<file path="src/hdl/tscc_pkg.sv">
// Package for the scratchpad check/convert unit.
// Shared constants, the CRC-8 byte function and the frame result struct.
// No dependencies.
package tscc_pkg;

  localparam int unsigned DATA_W = 8;
  localparam int unsigned TEMP_W = 14;
  localparam int unsigned FAIL_W = 3;
  localparam int unsigned WORD_W = 16;

  localparam logic [DATA_W-1:0] CRC_POLY      = 8'h8c;
  localparam logic [TEMP_W-1:0] TEMP_LIMIT    = 14'd10000;
  localparam logic [TEMP_W-1:0] TEMP_FALLBACK = 14'd2500;
  localparam logic [FAIL_W-1:0] RETRY_RESET   = 3'd5;

  // register index on the config port (paddr[3:2])
  localparam logic [1:0] REG_RETRY_LIMIT = 2'd0;

  typedef struct packed {
    logic              last;    // frame closed by this byte
    logic              crc_ok;
    logic              retry;
    logic [WORD_W-1:0] word;    // {temp_high, temp_low}
  } frame_res_t;

  // reflected CRC-8, low bit first
  function automatic logic [DATA_W-1:0] crc8_byte(input logic [DATA_W-1:0] crc,
                                                  input logic [DATA_W-1:0] data);
    logic [DATA_W-1:0] c;
    c = crc ^ data;
    for (int b = 0; b < 8; b++) begin
      if (c[0]) begin
        c = (c >> 1) ^ CRC_POLY;
      end else begin
        c = c >> 1;
      end
    end
    return c;
  endfunction

endpackage

</file>
<file path="src/hdl/tscc_frame.sv">
// Frame tracker: byte position, running CRC, temperature bytes, retry count.
// Depends on tscc_pkg.
module tscc_frame
  import tscc_pkg::*;
#(
  parameter int unsigned FRAME_BYTES = 9
) (
  input  logic              clk_i,
  input  logic              rst_ni,
  input  logic              en_i,
  input  logic [DATA_W-1:0] data_i,
  input  logic              start_i,
  input  logic [FAIL_W-1:0] retry_limit_i,
  output frame_res_t        res_o
);

  localparam int unsigned POS_W = $clog2(FRAME_BYTES);
  localparam logic [POS_W-1:0] POS_LAST = POS_W'(FRAME_BYTES - 1);

  logic [POS_W-1:0]  pos_q, pos_d, pos_eff;
  logic [DATA_W-1:0] crc_q, crc_d, crc_eff;
  logic [DATA_W-1:0] lo_q, hi_q;
  logic [FAIL_W-1:0] fail_q, fail_d, fail_inc;
  logic              is_last, match;

  assign pos_eff  = start_i ? '0 : pos_q;
  assign crc_eff  = start_i ? '0 : crc_q;
  assign is_last  = (pos_eff == POS_LAST);
  assign match    = (data_i == crc_eff);
  assign fail_inc = fail_q + FAIL_W'(1);

  always_comb begin
    pos_d  = pos_q;
    crc_d  = crc_q;
    fail_d = fail_q;
    if (is_last) begin
      pos_d = '0;
      crc_d = '0;
      if (match || (fail_inc >= retry_limit_i)) begin
        fail_d = '0;
      end else begin
        fail_d = fail_inc;
      end
    end else begin
      pos_d = pos_eff + POS_W'(1);
      crc_d = crc8_byte(crc_eff, data_i);
    end
  end

  always_ff @(posedge clk_i or negedge rst_ni) begin
    if (!rst_ni) begin
      pos_q  <= '0;
      crc_q  <= '0;
      fail_q <= '0;
    end else if (en_i) begin
      pos_q  <= pos_d;
      crc_q  <= crc_d;
      fail_q <= fail_d;
    end
  end

  // temperature bytes: undefined until written
  always_ff @(posedge clk_i) begin
    if (en_i && !is_last && (pos_eff == POS_W'(0))) begin
      lo_q <= data_i;
    end
    if (en_i && !is_last && (pos_eff == POS_W'(1))) begin
      hi_q <= data_i;
    end
  end

  assign res_o.last   = is_last;
  assign res_o.crc_ok = match;
  assign res_o.retry  = !match && (fail_inc < retry_limit_i);
  assign res_o.word   = {hi_q, lo_q};

endmodule

</file>
<file path="src/hdl/tscc_conv.sv">
// Temperature conversion: (word & 0x87FF) * 625 / 100; 2500 if bit 15 is set or the result is 10000 or more.
// Depends on tscc_pkg.
module tscc_conv
  import tscc_pkg::*;
(
  input  logic [WORD_W-1:0] word_i,
  output logic [TEMP_W-1:0] temp_o
);

  // 625/100 = 25/4; with bit 15 clear the mask leaves bits 10:0
  logic [WORD_W-1:0] prod;
  logic [TEMP_W-1:0] val;

  assign prod = WORD_W'(word_i[10:0]) * WORD_W'(25);
  assign val  = prod[WORD_W-1:2];

  always_comb begin
    if (word_i[WORD_W-1] || (val >= TEMP_LIMIT)) begin
      temp_o = TEMP_FALLBACK;  // negative or out of range
    end else begin
      temp_o = val;
    end
  end

endmodule

</file>
<file path="src/hdl/temperature_scratchpad_check_convert_unit.sv">
// Scratchpad check/convert: takes one sensor scratchpad byte per transfer, checks the
// CRC-8 over the frame and gives one result per frame on its last byte (temperature in
// hundredths of a degree, CRC flag, retry request). A byte is accepted every cycle unless
// the input side stalls, which it does only while a finished result waits on the output
// side. The last byte passes the input register and then the result register.
// Depends on tscc_pkg, tscc_frame, tscc_conv.
module temperature_scratchpad_check_convert_unit
  import tscc_pkg::*;
#(
  parameter int unsigned FRAME_BYTES = 9
) (
  input  logic        clk_i,
  input  logic        rst_ni,
  // stream in
  input  logic        s_axis_tvalid,
  output logic        s_axis_tready,
  input  logic [7:0]  s_axis_tdata,   // [7:0] data_byte
  input  logic        s_axis_tuser,   // [0] frame_start
  // stream out
  output logic        m_axis_tvalid,
  input  logic        m_axis_tready,
  output logic [15:0] m_axis_tdata,   // [13:0] temperature_centi, [15:14] zero
  output logic [1:0]  m_axis_tuser,   // [0] crc_ok, [1] retry_needed
  // config
  input  logic        psel,
  input  logic        penable,
  input  logic        pwrite,
  input  logic [3:0]  paddr,
  input  logic [31:0] pwdata,
  output logic [31:0] prdata,
  output logic        pready
);

  logic              in_valid_q, in_valid_d;
  logic [DATA_W-1:0] data_q;
  logic              start_q;
  logic              s_xfer, advance;
  logic              out_valid_q, out_valid_d;
  logic [TEMP_W-1:0] temp_q, temp_conv;
  logic              ok_q, retry_q;
  logic [FAIL_W-1:0] retry_limit_q;
  frame_res_t        res;

  // config port
  assign pready = 1'b1;
  assign prdata = (paddr[3:2] == REG_RETRY_LIMIT) ? {29'd0, retry_limit_q} : 32'd0;

  always_ff @(posedge clk_i or negedge rst_ni) begin
    if (!rst_ni) begin
      retry_limit_q <= RETRY_RESET;
    end else if (psel && penable && pwrite && (paddr[3:2] == REG_RETRY_LIMIT)) begin
      retry_limit_q <= pwdata[FAIL_W-1:0];
    end
  end

  // input register
  assign advance       = in_valid_q && (!out_valid_q || m_axis_tready);
  assign s_axis_tready = !in_valid_q || advance;
  assign s_xfer        = s_axis_tvalid && s_axis_tready;

  always_comb begin
    in_valid_d = in_valid_q;
    if (s_xfer) begin
      in_valid_d = 1'b1;
    end else if (advance) begin
      in_valid_d = 1'b0;
    end
  end

  always_ff @(posedge clk_i or negedge rst_ni) begin
    if (!rst_ni) begin
      in_valid_q <= 1'b0;
    end else begin
      in_valid_q <= in_valid_d;
    end
  end

  always_ff @(posedge clk_i) begin
    if (s_xfer) begin
      data_q  <= s_axis_tdata;
      start_q <= s_axis_tuser;
    end
  end

  tscc_frame #(
    .FRAME_BYTES(FRAME_BYTES)
  ) u_frame (
    .clk_i        (clk_i),
    .rst_ni       (rst_ni),
    .en_i         (advance),
    .data_i       (data_q),
    .start_i      (start_q),
    .retry_limit_i(retry_limit_q),
    .res_o        (res)
  );

  tscc_conv u_conv (
    .word_i(res.word),
    .temp_o(temp_conv)
  );

  // result register
  always_comb begin
    out_valid_d = out_valid_q;
    if (advance && res.last) begin
      out_valid_d = 1'b1;
    end else if (m_axis_tready) begin
      out_valid_d = 1'b0;
    end
  end

  always_ff @(posedge clk_i or negedge rst_ni) begin
    if (!rst_ni) begin
      out_valid_q <= 1'b0;
    end else begin
      out_valid_q <= out_valid_d;
    end
  end

  always_ff @(posedge clk_i) begin
    if (advance && res.last) begin
      temp_q  <= res.crc_ok ? temp_conv : '0;
      ok_q    <= res.crc_ok;
      retry_q <= res.retry;
    end
  end

  assign m_axis_tvalid = out_valid_q;
  assign m_axis_tdata  = {2'b00, temp_q};
  assign m_axis_tuser  = {retry_q, ok_q};

endmodule
</file>
<file path="config.mk">
export PLATFORM = sky130hd
export DESIGN_NAME = temperature_scratchpad_check_convert_unit
export DESIGN_NICKNAME = d
export VERILOG_FILES = /design/src/hdl/tscc_pkg.sv /design/src/hdl/tscc_frame.sv /design/src/hdl/tscc_conv.sv /design/src/hdl/temperature_scratchpad_check_convert_unit.sv
export SDC_FILE = /design/constraint.sdc
export NUM_CORES = 1
export LEC_CHECK = 0
export BUFFER_PORTS_ARGS = -buffer_cell sky130_fd_sc_hd__buf_2
export CORE_MARGIN = 2
export CORE_UTILIZATION = 58
export DETAILED_ROUTE_END_ITERATION = 8
export PLACE_DENSITY = 0.83
export REMOVE_ABC_BUFFERS = 1
export SYNTH_ARGS = -nofsm -noshare
export SYNTH_HDL_FRONTEND = slang
export SYNTH_SLANG_ARGS = --single-unit
</file>
<file path="constraint.sdc">
create_clock -name clk_i -period 6.19 [get_ports clk_i]
set_input_delay 0.619 -clock clk_i [delete_from_list [all_inputs] [get_ports clk_i]]
set_output_delay 0.619 -clock clk_i [all_outputs]
set_load 0.05 [all_outputs]
</file>
==> PnR_summary.wiki <==
{| class="wikitable"
! Metric !! Value
|-
| Outcome || finished, final reports clean
|-
| Avg Synthesized Cell Area || about 10 um2
|-
| Met2 Wirelength || roughly 4000 um
|-
| End of the worst register-to-register path || temp_q[0]
|-
| Number of placement rows || 31
|-
| Min Clock Period, post-route || between 4 and 5 ns
|-
| Crit. End Element || flop
|-
| # port buffers || 41
|-
| Placed wire-length estimate || between 5000 and 6000 um
|-
| Worst-Skew Late Latency || 0.35 ns
|-
| CTS tree || done
|-
| Number of buffers inserted to repair setup after CTS || 0
|-
| Slowest cell on the critical path || sky130_fd_sc_hd__fa_1
|-
| Via count || 2918
|-
| Clock Skews || 0.007034 ns
|-
| Commonest cells after routing, fill and taps aside || 44 x sky130_fd_sc_hd__ha_1, 41 x sky130_fd_sc_hd__buf_2, 37 x sky130_fd_sc_hd__edfxtp_1, 34 x sky130_fd_sc_hd__inv_1, 32 x sky130_fd_sc_hd__conb_1
|-
| Most common library cell in the layout ignoring fill and taps || sky130_fd_sc_hd__ha_1
|-
| Router iterations before antenna repair || 4
|-
| Sequential area share after synthesis || 38.47%
|-
| Leakage dissipation || just over 2 nW
|-
| Fill cell instance count of the final layout || 586
|-
| Flop2flop setup slack || approximately 2.1 ns
|-
| Number of placed cells counting well taps || ~530
|-
| Post-Place Setup Slack || ~2.1 ns
|-
| Violation count after the first detailed-routing iteration || just under 100
|-
| Sequential Area || about 1600 um2
|-
| Drt wl/cell || 13.90 um
|-
| Area fraction in and, or, nand and nor cells after synthesis || about 15%
|-
| CTS Root Buffer Type || sky130_fd_sc_hd__clkbuf_8
|-
| Fraction of the cycle the final worst path needs || between 60% and 70%
|-
| First-pass GRT wire length || 12610 um
|-
| Endpoint arrival time on the critical path || roughly 4.2 ns
|-
| Adder and majority gate portion of the synthesized area || approximately 16%
|-
| Pin count of the biggest net entering global routing || 24
|-
| Hold/Removal Path Class || input pin to asynchronous set/reset pin
|-
| Num CTS Buffers || 9
|-
| Area inside the core boundary || approximately 7100 um2
|-
| Total count of hold-check failures in the final report || 0
|-
| Smallest setup slack after layout || about 2.1 ns
|-
| Antenna-violating nets left || 0
|-
| GRT Total Usage || approximately a fifth
|-
| CTS hold repair buffers || 0
|-
| Weighted congestion reported at the end of routability-driven placement || roughly 0.78
|-
| Clock-pin slew of the registers on the worst-case setup and hold paths || 0.07 ns
|-
| Reg2reg start || u_frame.lo_q[4]
|-
| Routed wire length || about 7600 um
|-
| WS Path Type || flop to flop
|-
| Post-detailed-placement cell area || 4339 um2
|-
| Initial antenna violation count || 0
|-
| Xor/xnor share of the synthesized area || under 10%
|-
| Uppermost layer routed || met4
|-
| Sink count of the clock tree || 57
|-
| Routed metal-1 wire length || between 3000 and 4000 um
|-
| Unique masters post-synth || 65
|-
| Finished Cell Area || around 4600 um2
|-
| Crit path launch type || flop
|-
| Worst IR Drop VDD || ~0.00024 V
|-
| Height of the die || about 90 um
|-
| Achievable clock frequency || roughly 250 MHz
|-
| Number of enable flip-flop cells after synthesis || 37
|-
| Number of cells traversed by the worst register-to-register path || 13
|-
| Final Core Density || a little under two thirds
|-
| Full die area || between 7000 and 8000 um2
|-
| Maximum level of the CTS H-tree || 3
|-
| Least-Margin Pin Slew || 0.6962 ns
|-
| Horizontal extent of the die || around 89 um
|-
| Summed negative setup slack over all endpoints || 0 ns
|-
| Largest stage delay on the critical path || roughly 0.49 ns
|-
| WHS || between 0.2 and 0.25 ns
|-
| Layout cell share with drive strength beyond 1 || 17.82%
|-
| Multiplexer fraction of the synthesized cell area || under 10%
|-
| Count of warnings emitted by yosys || 0
|-
| Count of pins on the block boundary || 105
|-
| Effective utilization at floorplan || 58.78%
|-
| Dominant combinational cell family by area after synthesis || adder cells
|-
| Unrepaired setup endpoints after global routing || false
|-
| Synthesized-area fraction occupied by ao, oa, aoi and oai cells || between 10% and 20%
|-
| Number of cells in the finished layout apart from fillers || around 550
|-
| Worst relative slew slack || 53.24%
|-
| Gr ovfl total || 0
|-
| Number of nets at the end of the flow || 546
|-
| Crit path required time || about 6.3 ns
|-
| Antenna diode count || 0
|-
| Synth async-reset ratio || between 30% and 40%
|-
| Area of the multi-input gates || between 2000 and 2500 um2
|-
| Vias in the first global route || 2880
|-
| Crit path max fanout || 10
|-
| Post-synthesis to final-layout area growth || 8.649%
|-
| Average via count per standard cell || 5.325
|-
| Power per standard cell area || ~370 nW/um2
|-
| Cells after synthesis || about 400
|-
| Final-report setup violation count || 0
|-
| Number of synthesized register bits || 57
|-
| Most instantiated flip-flop cell in the synthesis netlist || sky130_fd_sc_hd__edfxtp_1
|-
| Maximum buffer depth of the clock tree || 2
|-
| Most common cell on crit path || sky130_fd_sc_hd__ha_1
|-
| Number of max-cap violations || 0
|-
| Total power draw || between 1.5 and 2 mW
|-
| Detailed-route DRC error count || 0
|-
| Area of the mapped netlist || about 4200 um2
|-
| DR WL met3 || approximately 280 um
|-
| Post-cts repair resize count || 0
|-
| Total count of max-transition violations in the final report || 0
|-
| Cell-by-cell trace of the critical path || ha_1, ha_1, inv_1, fa_1, inv_1, ha_1, a21oi_2, o21ai_0, o41ai_1, xor2_1, a2111o_1, a31oi_4, nor3b_1
|}
==> cells in the mapped netlist, drive strengths merged, types with 2 or more instances <==
| master | instances | share of area, % |
|---|---|---|
| nand3 | 4 | 0.48 |
| o211ai | 2 | 0.36 |
| ha | 44 | 13 |
| nand2b | 8 | 1.2 |
| a21oi | 10 | 1.3 |
| nor3 | 17 | 2.3 |
| and2 | 5 | 0.78 |
| a21o | 4 | 0.75 |
| dfrtp | 18 | 11 |
| clkbuf | 2 | 0.18 |
| nand3b | 2 | 0.36 |
| edfxtp | 37 | 26 |
| nor4 | 5 | 1.1 |
| nor2b | 8 | 1.2 |
| and3 | 2 | 0.30 |
| mux2 | 4 | 1.1 |
| a311oi | 2 | 0.42 |
| xnor2 | 26 | 5.4 |
| nor2 | 22 | 2.0 |
| nor3b | 4 | 0.72 |
| or3 | 2 | 0.30 |
| a31oi | 4 | 0.95 |
| or4 | 3 | 0.63 |
| o21ai | 19 | 2.3 |
| nand2 | 28 | 2.6 |
| o31a | 3 | 0.63 |
| a22o | 4 | 0.83 |
| o2111a | 2 | 0.54 |
| inv | 34 | 3.0 |
| buf | 38 | 6.9 |
| nand4 | 2 | 0.30 |
| conb | 2 | 0.18 |
| xor2 | 8 | 1.7 |
| dfstp | 2 | 1.3 |
| o31ai | 2 | 0.48 |
| fa | 6 | 2.9 |
==> report_power, final <==
part	switching, mW	internal, mW
logic	0.442	0.322
clock network	0.172	0.226
registers	0.0629	0.460
total	0.677	1.01
==> state kept, by name (all words and copies together) (netlist names) <==
signal	flops
ok_q	1
retry_limit_q	3
u_frame.crc_q	8
u_frame.hi_q	4
temp_q	14
data_q	8
u_frame.fail_q	3
in_valid_q	1
m_axis_tvalid	1
u_frame.pos_q	4
start_q	1
u_frame.lo_q	8
retry_q	1
==> cell families after synthesis <==
logic type	after synthesis
adder cells (fa/ha/maj)	50
XOR/XNOR	34
AND/OR/NAND/NOR	114
other	2
flip-flops	57
AO/OA/AOI/OAI	66
buffers and inverters	74
multiplexers	5
==> how the worst max path moves through the flow <==
| stage | from | slack, ns | endpoint | depth (start not counted) |
|---|---|---|---|---|
| after detailed placement | u_frame.lo_q[5] | 2.13 | temp_q[1] | 13 |
| after global routing | u_frame.lo_q[4] | 1.88 | temp_q[5] | 13 |
| after global placement | u_frame.lo_q[4] | 2.21 | temp_q[5] | 13 |
| final | u_frame.lo_q[4] | 2.12 | temp_q[0] | 13 |
| after CTS | u_frame.lo_q[4] | 2.12 | temp_q[1] | 13 |
| after floorplan | u_frame.lo_q[6] | 2.43 | temp_q[6] | 13 |
==> cell type report <==
cell class              count  share of cell area, %
inverters                  34                  2.800
clock inverters             7                  2.086
multi-input cells         301                  49.77
well taps                  99                  2.718
clock buffers               9                  2.718
flip-flops and latches     57                  35.41
repair buffers             41                  4.502
==> worst max-delay path, delay by kind of cell, from the launching register on <==
| family | cells | cell delay, ns |
|---|---|---|
| adder cells (fa/ha/maj) | 4 | 1.56 |
| AO/OA/AOI/OAI | 5 | 1.48 |
| flip-flops | 1 | 0.43 |
| XOR/XNOR | 1 | 0.15 |
| AND/OR/NAND/NOR | 1 | 0.10 |
| buffers and inverters | 2 | 0.09 |
==> metal layers <==
metal	up-vias	track usage, %
met2	60	38.06
met3	15	4.986
met1	1401	23.15
met4	0	11.40
li1	1442	-
met5	-	0
Power figures use the tool's default switching activity.
